File: config.mk
export PLATFORM = sky130hd
export DESIGN_NAME = cst_bucket
export DESIGN_NICKNAME = d
export VERILOG_FILES = /design/src/rtl/cst_pkg.sv /design/src/rtl/cst_bucket.sv
export SDC_FILE = /design/constraint.sdc
export NUM_CORES = 1
export LEC_CHECK = 0
export ABC_AREA = 1
export BUFFER_PORTS_ARGS = -buffer_cell sky130_fd_sc_hd__clkbuf_2
export CORE_MARGIN = 8
export CORE_UTILIZATION = 17
export CTS_CLUSTER_SIZE = 16
export DETAILED_ROUTE_END_ITERATION = 6
export GPL_TIMING_DRIVEN = 0
export PLACE_DENSITY = 0.72
export SETUP_SLACK_MARGIN = 0.3
export SLEW_MARGIN = 10
export SYNTH_ARGS = -nofsm -noshare
export SYNTH_HDL_FRONTEND = slang
export SYNTH_SLANG_ARGS = --single-unit
export TNS_END_PERCENT = 50
File: constraint.sdc
create_clock -name clock -period 0.8 [get_ports clock]
set_input_delay 0 -clock clock [delete_from_list [all_inputs] [get_ports clock]]
set_output_delay 0 -clock clock [all_outputs]
set_load 0.01 [all_outputs]
File: src/rtl/cst_pkg.sv
package cst_pkg;

   localparam int DEF_BUCKETS = 256;
   localparam int DEF_WAYS    = 4;

   localparam int KEY_W  = 64;
   localparam int CONN_W = 32;
   localparam int HND_W  = 64;
   localparam int FLAG_W = 4;
   localparam int CNT_W  = 16;

   typedef enum logic [2:0] {
      OP_SET_CONN      = 3'd0,
      OP_SET_HANDLER   = 3'd1,
      OP_REMOVE        = 3'd2,
      OP_RELEASE_CONN  = 3'd3,
      OP_REF_DECREMENT = 3'd4,
      OP_PENDING_INC   = 3'd5,
      OP_LOOKUP        = 3'd6,
      OP_REF_INC       = 3'd7
   } op_type;

   typedef enum logic [2:0] {
      ST_UPDATED  = 3'd0,
      ST_INSERTED = 3'd1,
      ST_REMOVED  = 3'd2,
      ST_MISSING  = 3'd3,
      ST_FULL     = 3'd4,
      ST_KEPT     = 3'd5
   } status_type;

   typedef struct packed {
      op_type              op;
      logic [KEY_W-1:0]    conn_id;
      logic [CONN_W-1:0]   conn_handle;
      logic [HND_W-1:0]    handler_handle;
      logic                want_empty;
      logic                want_close;
      logic                want_shut;
      logic                want_msg;
   } req_type;

   typedef struct packed {
      status_type          status;
      logic                hit;
      logic [CONN_W-1:0]   conn_out;
      logic [HND_W-1:0]    handler_out;
      logic signed [CNT_W-1:0] pending_out;
      logic [CNT_W-1:0]    refs_out;
      logic [FLAG_W-1:0]   flags_out;
   } rsp_type;

   typedef struct packed {
      logic                valid;
      logic [KEY_W-1:0]    key;
      logic [CONN_W-1:0]   conn;
      logic [HND_W-1:0]    handler;
      logic [FLAG_W-1:0]   flags;
      logic signed [CNT_W-1:0] pending;
      logic [CNT_W-1:0]    refs;
   } way_type;

   localparam int WAY_W = $bits(way_type);

endpackage

File: src/rtl/cst_bucket.sv
module cst_bucket #(
   parameter int BUCKETS = cst_pkg::DEF_BUCKETS,
   parameter int BW      = (BUCKETS > 1) ? $clog2(BUCKETS) : 1
) (
   input  logic                       clock,
   input  logic                       reset,
   input  logic                       start,
   input  logic [cst_pkg::KEY_W-1:0]  key,
   output logic                       done,
   output logic [BW-1:0]              bucket
);

   localparam bit POW2 = ((BUCKETS & (BUCKETS - 1)) == 0);

   // weight of key byte k in the remainder: 2^(8k) modulo BUCKETS
   function automatic logic [BW-1:0] byte_weight(int k);
      int r;
      r = 1 % BUCKETS;
      for (int i = 0; i < 8 * k; i++) begin
         r = (r * 2) % BUCKETS;
      end
      return BW'(r);
   endfunction

   generate
      if (POW2) begin : g_mask
         logic          done_ff;
         logic [BW-1:0] bucket_ff;

         always_ff @(posedge clock) begin
            if (reset) begin
               done_ff <= 1'b0;
            end else begin
               done_ff <= start;
            end
            if (start) begin
               bucket_ff <= key[BW-1:0] & BW'(BUCKETS - 1);
            end
         end

         assign done   = done_ff;
         assign bucket = bucket_ff;
      end else begin : g_recip
         // fold the key bytes with their weights into a short sum, then
         // reduce it by a reciprocal multiply and one multiply-subtract
         localparam int XW = BW + 11;
         localparam int MW = XW + 1;
         localparam int PW = XW + MW;
         localparam int QW = XW - BW + 1;
         localparam int SH = XW + BW;
         localparam logic [63:0] RECIP =
            ((64'd1 << SH) + 64'(BUCKETS) - 64'd1) / 64'(BUCKETS);
         localparam logic [BW-1:0] WGT [8] = '{
            byte_weight(0), byte_weight(1), byte_weight(2), byte_weight(3),
            byte_weight(4), byte_weight(5), byte_weight(6), byte_weight(7)
         };

         logic          v1_ff;
         logic          v2_ff;
         logic          done_ff;
         logic [XW-1:0] x1_ff;
         logic [XW-1:0] x2_ff;
         logic [QW-1:0] q_ff;
         logic [BW-1:0] bucket_ff;
         logic [XW-1:0] fold;
         logic [PW-1:0] prod;
         logic [XW-1:0] qb;
         logic [XW-1:0] rem;

         always_comb begin
            fold = '0;
            for (int k = 0; k < 8; k++) begin
               fold = fold + XW'(key[8*k +: 8]) * XW'(WGT[k]);
            end
            prod = PW'(x1_ff) * PW'(RECIP[MW-1:0]);
            qb   = XW'(q_ff) * XW'(BUCKETS);
            rem  = x2_ff - qb;
         end

         always_ff @(posedge clock) begin
            if (reset) begin
               v1_ff   <= 1'b0;
               v2_ff   <= 1'b0;
               done_ff <= 1'b0;
            end else begin
               v1_ff   <= start;
               v2_ff   <= v1_ff;
               done_ff <= v2_ff;
            end
            if (start) begin
               x1_ff <= fold;
            end
            if (v1_ff) begin
               x2_ff <= x1_ff;
               q_ff  <= prod[SH +: QW];
            end
            if (v2_ff) begin
               bucket_ff <= rem[BW-1:0];
            end
         end

         assign done   = done_ff;
         assign bucket = bucket_ff;
      end
   endgenerate

endmodule

; ---- Yosys cells after proc, flatten, opt, wreduce, memory -nomap -nowiden
; Index checks and enable logic that the tools add are counted.
[word_totals]
regBits = 9
out_inout_bits = 9
elab_cells = 2

; ---- Longest topological paths before layout
[logic_depth]
depth_word = 0
depth_mapped = 2
depth_no_buf = 2

; ---- Least setup slack after synthesis
; OpenSTA, ideal clock, no wires.
[synth_timing]
path_type = register to output
from = register g_mask.bucket_ff[0] (netlist: bucket[0])
to = output port bucket[0]
stages_incl_launch_ff = 1
required_ns = 0.800
arrival_time_ns = 0.394
setup_slack_ns = 0.406
cell_sequence = edfxtp_1
[synth_lines]
columns = item, line_no
row1 = from (decl), cst_bucket.sv:28  ; logic [BW-1:0] bucket_ff;
row2 = from (signal assigned), cst_bucket.sv:37  ; bucket_ff <= key[BW-1:0] & BW'(BUCKETS - 1);
row3 = to (decl), cst_bucket.sv:10  ; output logic [BW-1:0] bucket
; No word-level cell between the ends.

; ---- Worst setup path after layout
[layout_timing]
from = register g_mask.bucket_ff[1] (netlist: bucket[1])
to = output port bucket[1]
; No word-level cell between the ends.

==> run summary <==
The flow ran to the end, but the final reports show violations. The checks that failed: negative hold slack. The internal power component came out at 0.783 mW. The count of inserted antenna diode cells is 0. Clock tree synthesis inserted a total of 3 buffers.

The maximum number of pins on one net before global-route repair is 10. The clock transition time at the flip-flop clock pins of the worst setup and hold paths is 0.06 ns. The number of antenna violations at the first check in global routing is 0. The total routed wirelength is 702 µm. The final-layout fill cell count came out at 164.

The number of buffer cells added on primary ports is 19. The critical path launch point type is a register. The placed standard-cell area is 385 µm². TritonCTS built the clock tree.

The maximum fanout along the worst path came out at 1. The time the final worst path needs with I/O delays and setup came out at 0.782 ns. The netlist uses 4 different library cells. The portion of synthesized area spent on multiplexers is 0%. After synthesis, the cell types taking the most area are edfxtp_1 89%, dfxtp_1 7.4%, nor2_2 2.3%. After the first detailed-routing iteration, the DRC count stood at 0. The number of I/O pins came out at 76.

STA classifies the critical path endpoint as an output port. The min-delay analysis places its worst path in the category input pin to register. Of the post-synthesis cell area, the dominant cell type holds 88.9%.

The first-pass iteration count of the detailed router came out at 1. The count of final hold-check violations is 9. Yosys printed 0 warnings.

By area, the combinational part of the netlist is dominated by simple AND/OR/NAND/NOR gates. The combinational share of power is 8.9%. The worst hold slack is -0.0953 ns. The register area share after synthesis is 96.3%. The number of maximum-capacitance violations is 0. Among cell families on the critical path, the largest total delay comes from flip-flops. The synthesized netlist devotes 0% of its cell area to adder and majority cells.

The library cell used as clock root buffer is clkbuf_4. The area fraction in compound gates after synthesis came out at 0%. On the critical path, the stage with the largest delay is an instance of edfxtp_1. In this run the tightest slew margin relative to its limit is 86.1%. Walking the worst path, the cells encountered are clkbuf_2.

The delay of the slowest critical-path stage is 0.38 ns. The setup path with the least slack is of type register to output port. The xor and xnor fraction of the mapped netlist area is 0%.

The upper clock frequency limit is 1.28 GHz. The total overflow left after global routing is 0. The analysis attributes to cell leakage a power of 0.188 nW.

The total power draw came out at 0.990 mW. Summing the areas of all and, or, nand and nor instances in the mapped netlist gives 2.31% of the synthesized area. The via count normalized by instance count came out at 3.54.

The net count of the finished layout is 102. The layout cell share with drive strength beyond 1 is 67.6%. The switching fraction of total power is 20.9%. The layout overhead on the synthesized area came out at 52.3%. The final RePlAce weighted congestion is 0.629.

The final-report max-slew violation count came to 0. The site row count came out at 14. Measured along the x axis, the die boundary spans 55.9 µm. The number of buffers and inverters on the critical path is 1.

At the worst endpoint, the arrival time is 0.78 ns. In this run the mean area of a mapped cell was 24.6 µm². The part of the total power dissipated in the clock network is 34.2%.

Setup repair after global routing could not meet its margin everywhere. The largest area contributor in the synthesized netlist is edfxtp_1. The peak supply drop came out at 0.582 mV. The floorplan die area is 0.00312 mm². The post-synthesis cell count is 11.

The total via count after detailed routing came out at 177. The number of global-route vias before repair is 202. Summing every instance area after synthesis gives 270 µm². Dividing the detail-routed wire length by the instance count gives 14.0 µm. The number of routed nets with antenna violations is 0. The sequential fraction of design power came out at 56.9%. The slew of the pin with the lowest slew margin is 0.208 ns. The clock tree buffer depth is 2.

The first-pass GRT wire length is 1140 µm. Measured along the y axis, the die boundary spans 55.9 µm. The power density relative to cell area came out at 2400 mW/mm². The initial utilization of the core area, before any placement, comes to 17.9%.

The summed area of non-filler cells in the final layout is 412 µm². The clock net in this run drives a total of 9 sinks. The overall fraction of global-route tracks in use came out at 5.10%.

Setup violations remaining at the end of the flow were counted as 0. The final critical-path share of the clock period came out at 97.7%. The switching power summed over all nets came out at 0.207 mW.

The core region area is 0.00151 mm². The level count of the clock H-tree is 1. The required time at the endpoint of the critical path came out at 0.80 ns.

The DRC violations left came out at 0. The number of nets produced by synthesis came out at 78. Synthesis inferred 9 register bits.
[final cells by class]
type / instances / area (µm²) / share of cell area, %
sequential: 9 / 260 / 63.2
timing repair buffer: 19 / 95.1 / 23.1
clock buffer: 4 / 26.3 / 6.38
tap: 16 / 20.0 / 4.86
multi-input combinational: 1 / 6.26 / 1.52
inverter: 1 / 3.75 / 0.912
[flip-flops by register name, indices dropped and copies added (netlist names)]
name    flops
bucket      8
done        1
[worst paths after layout]
check	from	to	slack (ns)	cells past startpoint
setup / recovery	bucket[1]	bucket[1]	0.02	1
hold / removal	reset	done	-0.1	2
[cells in the final DEF, fill, tap and decap left out]
| master | count |
|---|---|
| clkbuf_2 | 17 |
| edfxtp_1 | 8 |
| clkbuf_4 | 3 |
| buf_2 | 2 |
| inv_1 | 1 |
| nor2_2 | 1 |
| clkbuf_1 | 1 |
| dfxtp_1 | 1 |
[kinds of logic (layout without fill, tap and decap cells)]
family,after synthesis,after routing
AND/OR/NAND/NOR,1,1
flip-flops,9,9
buffers and inverters,1,24
[cells in the mapped netlist]
cell	count
dfxtp_1	1
nor2_2	1
edfxtp_1	8
inv_1	1
[through the flow]
stage	hold slack (ns)	worst slack [ns]	utilization, %	TNS (ns)	std cells
finish	-0.0953	0.0184	27.3	0	50
detailed placement	0.168	0.267	25.6	0	46
global route	-0.123	-0.0380	27.3	-0.182	50
global placement	0.173	0.290	25.6	0	46
CTS	-0.109	0.00419	27.3	0	50
floorplan	0.0669	0.406	-	0	11
[power groups by stage]
stage                     logic, mW  clock network [mW]  registers (mW)
after detailed placement     0.0901                   0           0.574
after global placement       0.0864                   0           0.575
after floorplan             0.00283                   0           0.590
final                        0.0878               0.339           0.563
after CTS                    0.0901               0.358           0.564
after global routing         0.0964               0.395           0.567
[metal layers]
layer  global-route usage, %  wire length, µm  up-vias
met1                    6.89              392       72
li1                        -                -       85
met3                    5.25              131        0
met4                    5.15                0        0
met2                    3.21              179       20
met5                       0                0        -
[what timing repair did]
action,in CTS,in global routing
hold endpoints to repair,9,9
resized for setup,0,2
endpoints found under the setup margin,9,9
gates cloned,0,0
setup buffers,0,0
(Power assumes the default switching activity.)
