`src/rtl/cst_pkg.sv`:
```
package cst_pkg;

   localparam int DEF_BUCKETS = 256;
   localparam int DEF_WAYS    = 4;

   localparam int KEY_W  = 64;
   localparam int CONN_W = 32;
   localparam int HND_W  = 64;
   localparam int FLAG_W = 4;
   localparam int CNT_W  = 16;

   typedef enum logic [2:0] {
      OP_SET_CONN      = 3'd0,
      OP_SET_HANDLER   = 3'd1,
      OP_REMOVE        = 3'd2,
      OP_RELEASE_CONN  = 3'd3,
      OP_REF_DECREMENT = 3'd4,
      OP_PENDING_INC   = 3'd5,
      OP_LOOKUP        = 3'd6,
      OP_REF_INC       = 3'd7
   } op_type;

   typedef enum logic [2:0] {
      ST_UPDATED  = 3'd0,
      ST_INSERTED = 3'd1,
      ST_REMOVED  = 3'd2,
      ST_MISSING  = 3'd3,
      ST_FULL     = 3'd4,
      ST_KEPT     = 3'd5
   } status_type;

   typedef struct packed {
      op_type              op;
      logic [KEY_W-1:0]    conn_id;
      logic [CONN_W-1:0]   conn_handle;
      logic [HND_W-1:0]    handler_handle;
      logic                want_empty;
      logic                want_close;
      logic                want_shut;
      logic                want_msg;
   } req_type;

   typedef struct packed {
      status_type          status;
      logic                hit;
      logic [CONN_W-1:0]   conn_out;
      logic [HND_W-1:0]    handler_out;
      logic signed [CNT_W-1:0] pending_out;
      logic [CNT_W-1:0]    refs_out;
      logic [FLAG_W-1:0]   flags_out;
   } rsp_type;

   typedef struct packed {
      logic                valid;
      logic [KEY_W-1:0]    key;
      logic [CONN_W-1:0]   conn;
      logic [HND_W-1:0]    handler;
      logic [FLAG_W-1:0]   flags;
      logic signed [CNT_W-1:0] pending;
      logic [CNT_W-1:0]    refs;
   } way_type;

   localparam int WAY_W = $bits(way_type);

endpackage

```
`src/rtl/cst_update.sv`:
```
module cst_update #(
   parameter int WAYS = cst_pkg::DEF_WAYS
) (
   input  cst_pkg::req_type                 req,
   input  cst_pkg::way_type [WAYS-1:0]      row,
   output cst_pkg::way_type [WAYS-1:0]      row_new,
   output cst_pkg::rsp_type                 rsp
);

   localparam int WIW = (WAYS > 1) ? $clog2(WAYS) : 1;

   logic             hit_found;
   logic             free_found;
   logic [WIW-1:0]   hit_idx;
   logic [WIW-1:0]   free_idx;
   cst_pkg::way_type e;

   always_comb begin
      hit_found  = 1'b0;
      free_found = 1'b0;
      hit_idx    = '0;
      free_idx   = '0;
      for (int w = 0; w < WAYS; w++) begin
         if (row[w].valid) begin
            if (!hit_found && row[w].key == req.conn_id) begin
               hit_found = 1'b1;
               hit_idx   = WIW'(w);
            end
         end else if (!free_found) begin
            free_found = 1'b1;
            free_idx   = WIW'(w);
         end
      end

      row_new         = row;
      rsp.status      = cst_pkg::ST_MISSING;
      rsp.hit         = 1'b0;
      rsp.conn_out    = '0;
      rsp.handler_out = '0;
      rsp.pending_out = '1;
      rsp.refs_out    = '0;
      rsp.flags_out   = '0;
      e               = row[hit_idx];

      if (!hit_found) begin
         if (req.op == cst_pkg::OP_SET_CONN || req.op == cst_pkg::OP_SET_HANDLER) begin
            if (!free_found) begin
               rsp.status = cst_pkg::ST_FULL;
            end else begin
               // insert into the lowest free way
               e.valid   = 1'b1;
               e.key     = req.conn_id;
               e.pending = '0;
               e.refs    = cst_pkg::CNT_W'(1);
               if (req.op == cst_pkg::OP_SET_CONN) begin
                  e.conn    = req.conn_handle;
                  e.handler = '0;
                  e.flags   = '0;
               end else begin
                  e.conn    = '0;
                  e.handler = req.handler_handle;
                  e.flags   = {req.want_msg, req.want_shut, req.want_close, req.want_empty};
               end
               row_new[free_idx] = e;
               rsp.status        = cst_pkg::ST_INSERTED;
               rsp.conn_out      = e.conn;
               rsp.handler_out   = e.handler;
               rsp.pending_out   = e.pending;
               rsp.refs_out      = e.refs;
               rsp.flags_out     = e.flags;
            end
         end
      end else begin
         rsp.status = cst_pkg::ST_UPDATED;
         unique case (req.op) inside
            cst_pkg::OP_SET_CONN: begin
               e.conn = req.conn_handle;
            end
            cst_pkg::OP_SET_HANDLER: begin
               e.handler = req.handler_handle;
            end
            cst_pkg::OP_REMOVE: begin
               e.valid    = 1'b0;
               rsp.status = cst_pkg::ST_REMOVED;
            end
            cst_pkg::OP_RELEASE_CONN, cst_pkg::OP_REF_DECREMENT: begin
               if (e.refs <= cst_pkg::CNT_W'(1)) begin
                  e.refs     = '0;
                  e.valid    = 1'b0;
                  rsp.status = cst_pkg::ST_REMOVED;
               end else begin
                  e.refs = e.refs - cst_pkg::CNT_W'(1);
                  if (req.op == cst_pkg::OP_RELEASE_CONN) begin
                     e.pending = '1;
                  end
                  rsp.status = cst_pkg::ST_KEPT;
               end
            end
            cst_pkg::OP_PENDING_INC: begin
               if (e.pending != {1'b0, {(cst_pkg::CNT_W-1){1'b1}}}) begin
                  e.pending = e.pending + cst_pkg::CNT_W'(1);
               end
            end
            cst_pkg::OP_LOOKUP: begin
            end
            cst_pkg::OP_REF_INC: begin
               if (e.refs != '1) begin
                  e.refs = e.refs + cst_pkg::CNT_W'(1);
               end
            end
            default: begin
            end
         endcase
         row_new[hit_idx] = e;
         rsp.hit          = 1'b1;
         rsp.conn_out     = e.conn;
         rsp.handler_out  = e.handler;
         rsp.pending_out  = e.pending;
         rsp.refs_out     = e.refs;
         rsp.flags_out    = e.flags;
      end
   end

endmodule

```
`config.mk`:
```
export PLATFORM = sky130hd
export DESIGN_NAME = cst_update
export DESIGN_NICKNAME = d
export VERILOG_FILES = /design/src/rtl/cst_pkg.sv /design/src/rtl/cst_update.sv
export SDC_FILE = /design/constraint.sdc
export NUM_CORES = 2
export LEC_CHECK = 0
export ABC_AREA = 1
export BUFFER_PORTS_ARGS = -buffer_cell sky130_fd_sc_hd__buf_4
export CORE_AREA = 2 2 734 736
export DETAILED_ROUTE_END_ITERATION = 8
export DIE_AREA = 0 0 736 738
export SLEW_MARGIN = 15
export SYNTH_ARGS = -nofsm -noshare
export SYNTH_HDL_FRONTEND = slang
export SYNTH_SLANG_ARGS = --single-unit
export TNS_END_PERCENT = 20
```
`constraint.sdc`:
```
create_clock -name vclk -period 8.2
set_input_delay 1.64 -clock vclk [all_inputs]
set_output_delay 1.64 -clock vclk [all_outputs]
set_load 0.01 [all_outputs]
```
# After elaboration in Yosys (flattened, before gate mapping)
# Cells that the tools add are included.
# classes
addsub	3
n_lt_le_gt_ge	5
n_mux	64
n_eq_ne	12
n_reduce_logical	11
# ops
cell	count
788-bit 2-to-1 mux	3
788-bit bitwise mux	2
197-bit demux with 2-bit select	2
197-bit 2-to-1 mux	3
100-bit 2-to-1 mux	4
132-bit 2-to-1 mux	3
197-bit binary-select mux with 2-bit select	1
64-bit == test	4
64-bit 2-to-1 mux	2
16-bit 2-to-1 mux	7
32-bit 2-to-1 mux	2
16-bit one-hot mux with 2 select lines	2
2-bit 2-to-1 mux	10
1-bit 2-to-1 mux	17
16-bit by 1-bit adder with 16-bit output, second input constant	1
16-bit by 2-bit adder with 16-bit output, second input constant	1
16-bit by 1-bit <= comparator with 1-bit output, second input constant	1
16-bit by 15-bit inequality test with 1-bit output, second input constant	1
16-bit inequality test, second input constant	1
16-bit by 1-bit subtractor with 16-bit output, second input constant	1
3-bit 2-to-1 mux	4
3-bit == test, second input constant	3
3-bit by 2-bit == test with 1-bit output, second input constant	2
2-bit by 3-bit < comparator with 1-bit output, second input constant	2
other kinds (9)	16
# totals
register_bits	0
output_inout_bits	924

# Longest topological paths before layout
# depth
depth_word	23
depth_mapped	30

# Worst setup path after synthesis
# No wires, ideal clock.
# synth_timing
path_type	input -> output
start	input port req[124] in the netlist's numbering
end	output port row_new[398] in the netlist's numbering
setup_slack_ns	1.801
n_path_buf	3
cell_stages	24
t_arrival_ns	4.759
cell_sequence	buf_2 -> xnor2_1 -> nand2_1 -> nor3_2 -> nand2_1 -> nor2_1 -> nand3_4 -> nand2_4 -> inv_2 -> buf_6 -> buf_6 -> nand3_1 -> nand4_4 -> ha_1 -> or2_2 -> nand2_1 -> nor2_1 -> nand3_1 -> nor2_2 -> nor2_2 -> nand2_1 -> nand3_1 -> nor2_1 -> o21ai_0
# synth_lines
item	line	text
start, declared	cst_update.sv:4	input cst_pkg::req_type req,
end, declared	cst_update.sv:6	output cst_pkg::way_type [WAYS-1:0] row_new,

==> results.json <==
{
  "num-clock-buffers": 0,
  "final-seq-area_um2": 0,
  "preCtsSetupSlack_ns": -0.02488,
  "hold_buffers": 0,
  "mappedNetlistArea_mm2": 0.03369,
  "pin_count_of_the_biggest_net_entering_global_routing": 100,
  "grt.total_usage_pct": 25.09,
  "timing.final.setup_violations": 0,
  "route.final.wire_length_mm": 720.6,
  "power.total_mw": 4.104,
  "initial_utilization_pct": 6.296,
  "p_leak_nw": 29.45,
  "placement.io_buffers": 1879,
  "grt_pass1_wl_mm": 854.3,
  "routedWlPerCell_um": 43.86,
  "cpPeakStageDelay_ns": 0.35,
  "postSynthAreaPerCell_um2": 4.712,
  "startpoint_type": "primary input",
  "hold-path-cell-count": 4,
  "routed-via-count": 69360,
  "antenna_found_initial": 315,
  "worstPathArrival_ns": 6.52,
  "seq_area_frac_synth_pct": 0,
  "grt_remaining_overflow": 0,
  "ant_nets": 0,
  "setup_repair_after_global_routing_missed_its_margin": "no",
  "io_pins": 1879,
  "fp-row-count": 269,
  "die_area_mm2": 0.5432,
  "setup.worst_path.class": "in -> out",
  "crit_top_cell": "sky130_fd_sc_hd__nand2_1",
  "cp_data_required_time_ns": 6.56,
  "count_of_endpoints_failing_hold_in_the_final_timing_report": 0,
  "power.ir.vdd_worst_v": 0.00003561,
  "n_sequential_cell": 0,
  "core_region_area_mm2": 0.5352,
  "worst_hold_startpoint": "row[617]",
  "timing.hold.ws_ns": 3.603,
  "path_max_fanout": 11,
  "worstMarginPinSlew_ns": 1.162,
  "relative_slew_slack_pct": 22.50,
  "vias_in_the_first_global_route": 61930,
  "dieWidth_um": 736,
  "synthDistinctLibCells": 59,
  "fin_crit_period_ns": 8.155,
  "vias_per_cell": 4.222,
  "postLayoutCoreUtil_pct": 11.65,
  "fraction_of_layout_instances_using_a_drive_strength_above_1_pct": 31.34,
  "slowest_stage": "sky130_fd_sc_hd__nand2_1",
  "place.detailed.hpwl_mm": 638.2,
  "drt-pass1-iter-count": 9,
  "netlist_instances": 7150,
  "place.gp.congestion": 1.280,
  "max_freq_mhz": 122.6,
  "p_per_area_mw_per_mm2": 65.86,
  "commonest_non_fill_non_tap_cells_in_the_layout": "sky130_fd_sc_hd__buf_4 (2,536), sky130_fd_sc_hd__nand2_1 (2,394), sky130_fd_sc_hd__nor2_1 (793), sky130_fd_sc_hd__inv_1 (687), sky130_fd_sc_hd__o21ai_0 (604)",
  "final.setup.worst_slack_ns": 0.04483,
  "final_min_period_over_clock_period_pct": 99.45,
  "synth_nets": 8109,
  "final_max_slew_viol_count": 0,
  "failed_checks": "DRC",
  "detailedRoute.firstIterationViolations": 10430,
  "floorplan.die.height_um": 738,
  "drv.max_cap_violation_count": 0,
  "yosys_warnings": 0,
  "hold_path.class": "in -> out",
  "run_status": "finished with violations",
  "setup.worst_path.end_class": "primary output",
  "drc": 19,
  "worstSetupStartpoint": "req[105]",
  "num-nets-final": 10220,
  "syn_to_final_growth_pct": 84.98,
  "layout_commonest_cell": "sky130_fd_sc_hd__buf_4"
}
worst max-delay path, delay by kind of cell:
| family | cells | cell delay [ns] |
|---|---|---|
| and+or+nand+nor | 20 | 3.02 |
| AOI/OAI and AO/OA | 1 | 0.07 |
| buffers and inverters | 8 | 1.49 |
| adders and majority gates | 1 | 0.22 |
worst paths after layout:
check	to	slack (ns)
setup / recovery	row_new[202]	0.04
hold / removal	row_new[617]	3.60
where the power goes:
part / switching [mW] / internal (mW)
registers: 0 / 0
logic: 2.82 / 1.29
clock network: 0 / 0.00000192
total: 2.82 / 1.29
synthesized netlist by cell type, types with 37 or more instances:
cell | count | area share, %
sky130_fd_sc_hd__nand4_1 | 172 | 3.2
sky130_fd_sc_hd__a211oi_1 | 223 | 5.0
sky130_fd_sc_hd__inv_2 | 74 | 0.82
sky130_fd_sc_hd__a221oi_1 | 67 | 1.7
sky130_fd_sc_hd__nand3_1 | 190 | 2.8
sky130_fd_sc_hd__nand2_1 | 2404 | 27
sky130_fd_sc_hd__o211ai_1 | 122 | 2.7
sky130_fd_sc_hd__buf_2 | 46 | 0.68
sky130_fd_sc_hd__nor4_1 | 44 | 0.82
sky130_fd_sc_hd__clkbuf_1 | 425 | 4.7
sky130_fd_sc_hd__a31oi_1 | 103 | 1.9
sky130_fd_sc_hd__a32oi_1 | 137 | 3.6
sky130_fd_sc_hd__xnor2_1 | 37 | 0.96
sky130_fd_sc_hd__nand3_2 | 40 | 1.2
sky130_fd_sc_hd__o21ai_0 | 606 | 9.0
sky130_fd_sc_hd__nor3_1 | 61 | 0.91
sky130_fd_sc_hd__nor2_1 | 807 | 9.0
sky130_fd_sc_hd__a21oi_1 | 480 | 7.1
sky130_fd_sc_hd__o221ai_1 | 41 | 1.1
sky130_fd_sc_hd__inv_1 | 693 | 7.7
sky130_fd_sc_hd__buf_1 | 53 | 0.59
cells by family after synthesis:
group                    synth area share, %
AO/OA/AOI/OAI                          35.30
XOR/XNOR                               1.898
adder cells (fa/ha/maj)               0.1486
buffers and inverters                  15.42
AND/OR/NAND/NOR                        47.23
routing by layer:
metal	track usage, %	vias up	share of wire [%]
met5	1.232	-	0.33
met4	10.88	212	5.7
met3	14.51	1392	15
met2	38.04	5747	42
met1	28.40	33530	37
li1	-	28480	-
stage by stage:
stage	cells	setup TNS, ns	cell area [um^2]
5_1_grt	16360	0	62150
3_3_place_gp	16300	-0.8264	61890
6_report	16430	0	62320
3_5_place_dp	16300	-0.02488	61900
2_1_floorplan	7150	0	33690
4_1_cts	16300	0	61920
layout make-up:
class,count,area (um^2)
antenna,129,322.8
fill,63630,472800
inverter,772,2954
multi-input combinational,5823,28750
tap,7046,8816
timing repair buffer,2659,21480
timing repair:
action                     CTS  global route
pin swaps                    1             3
cloned                       0             0
setup endpoints to repair    1            19
gates resized for setup      0            15
buffers inserted             1             2
(Power assumes the default switching activity.)
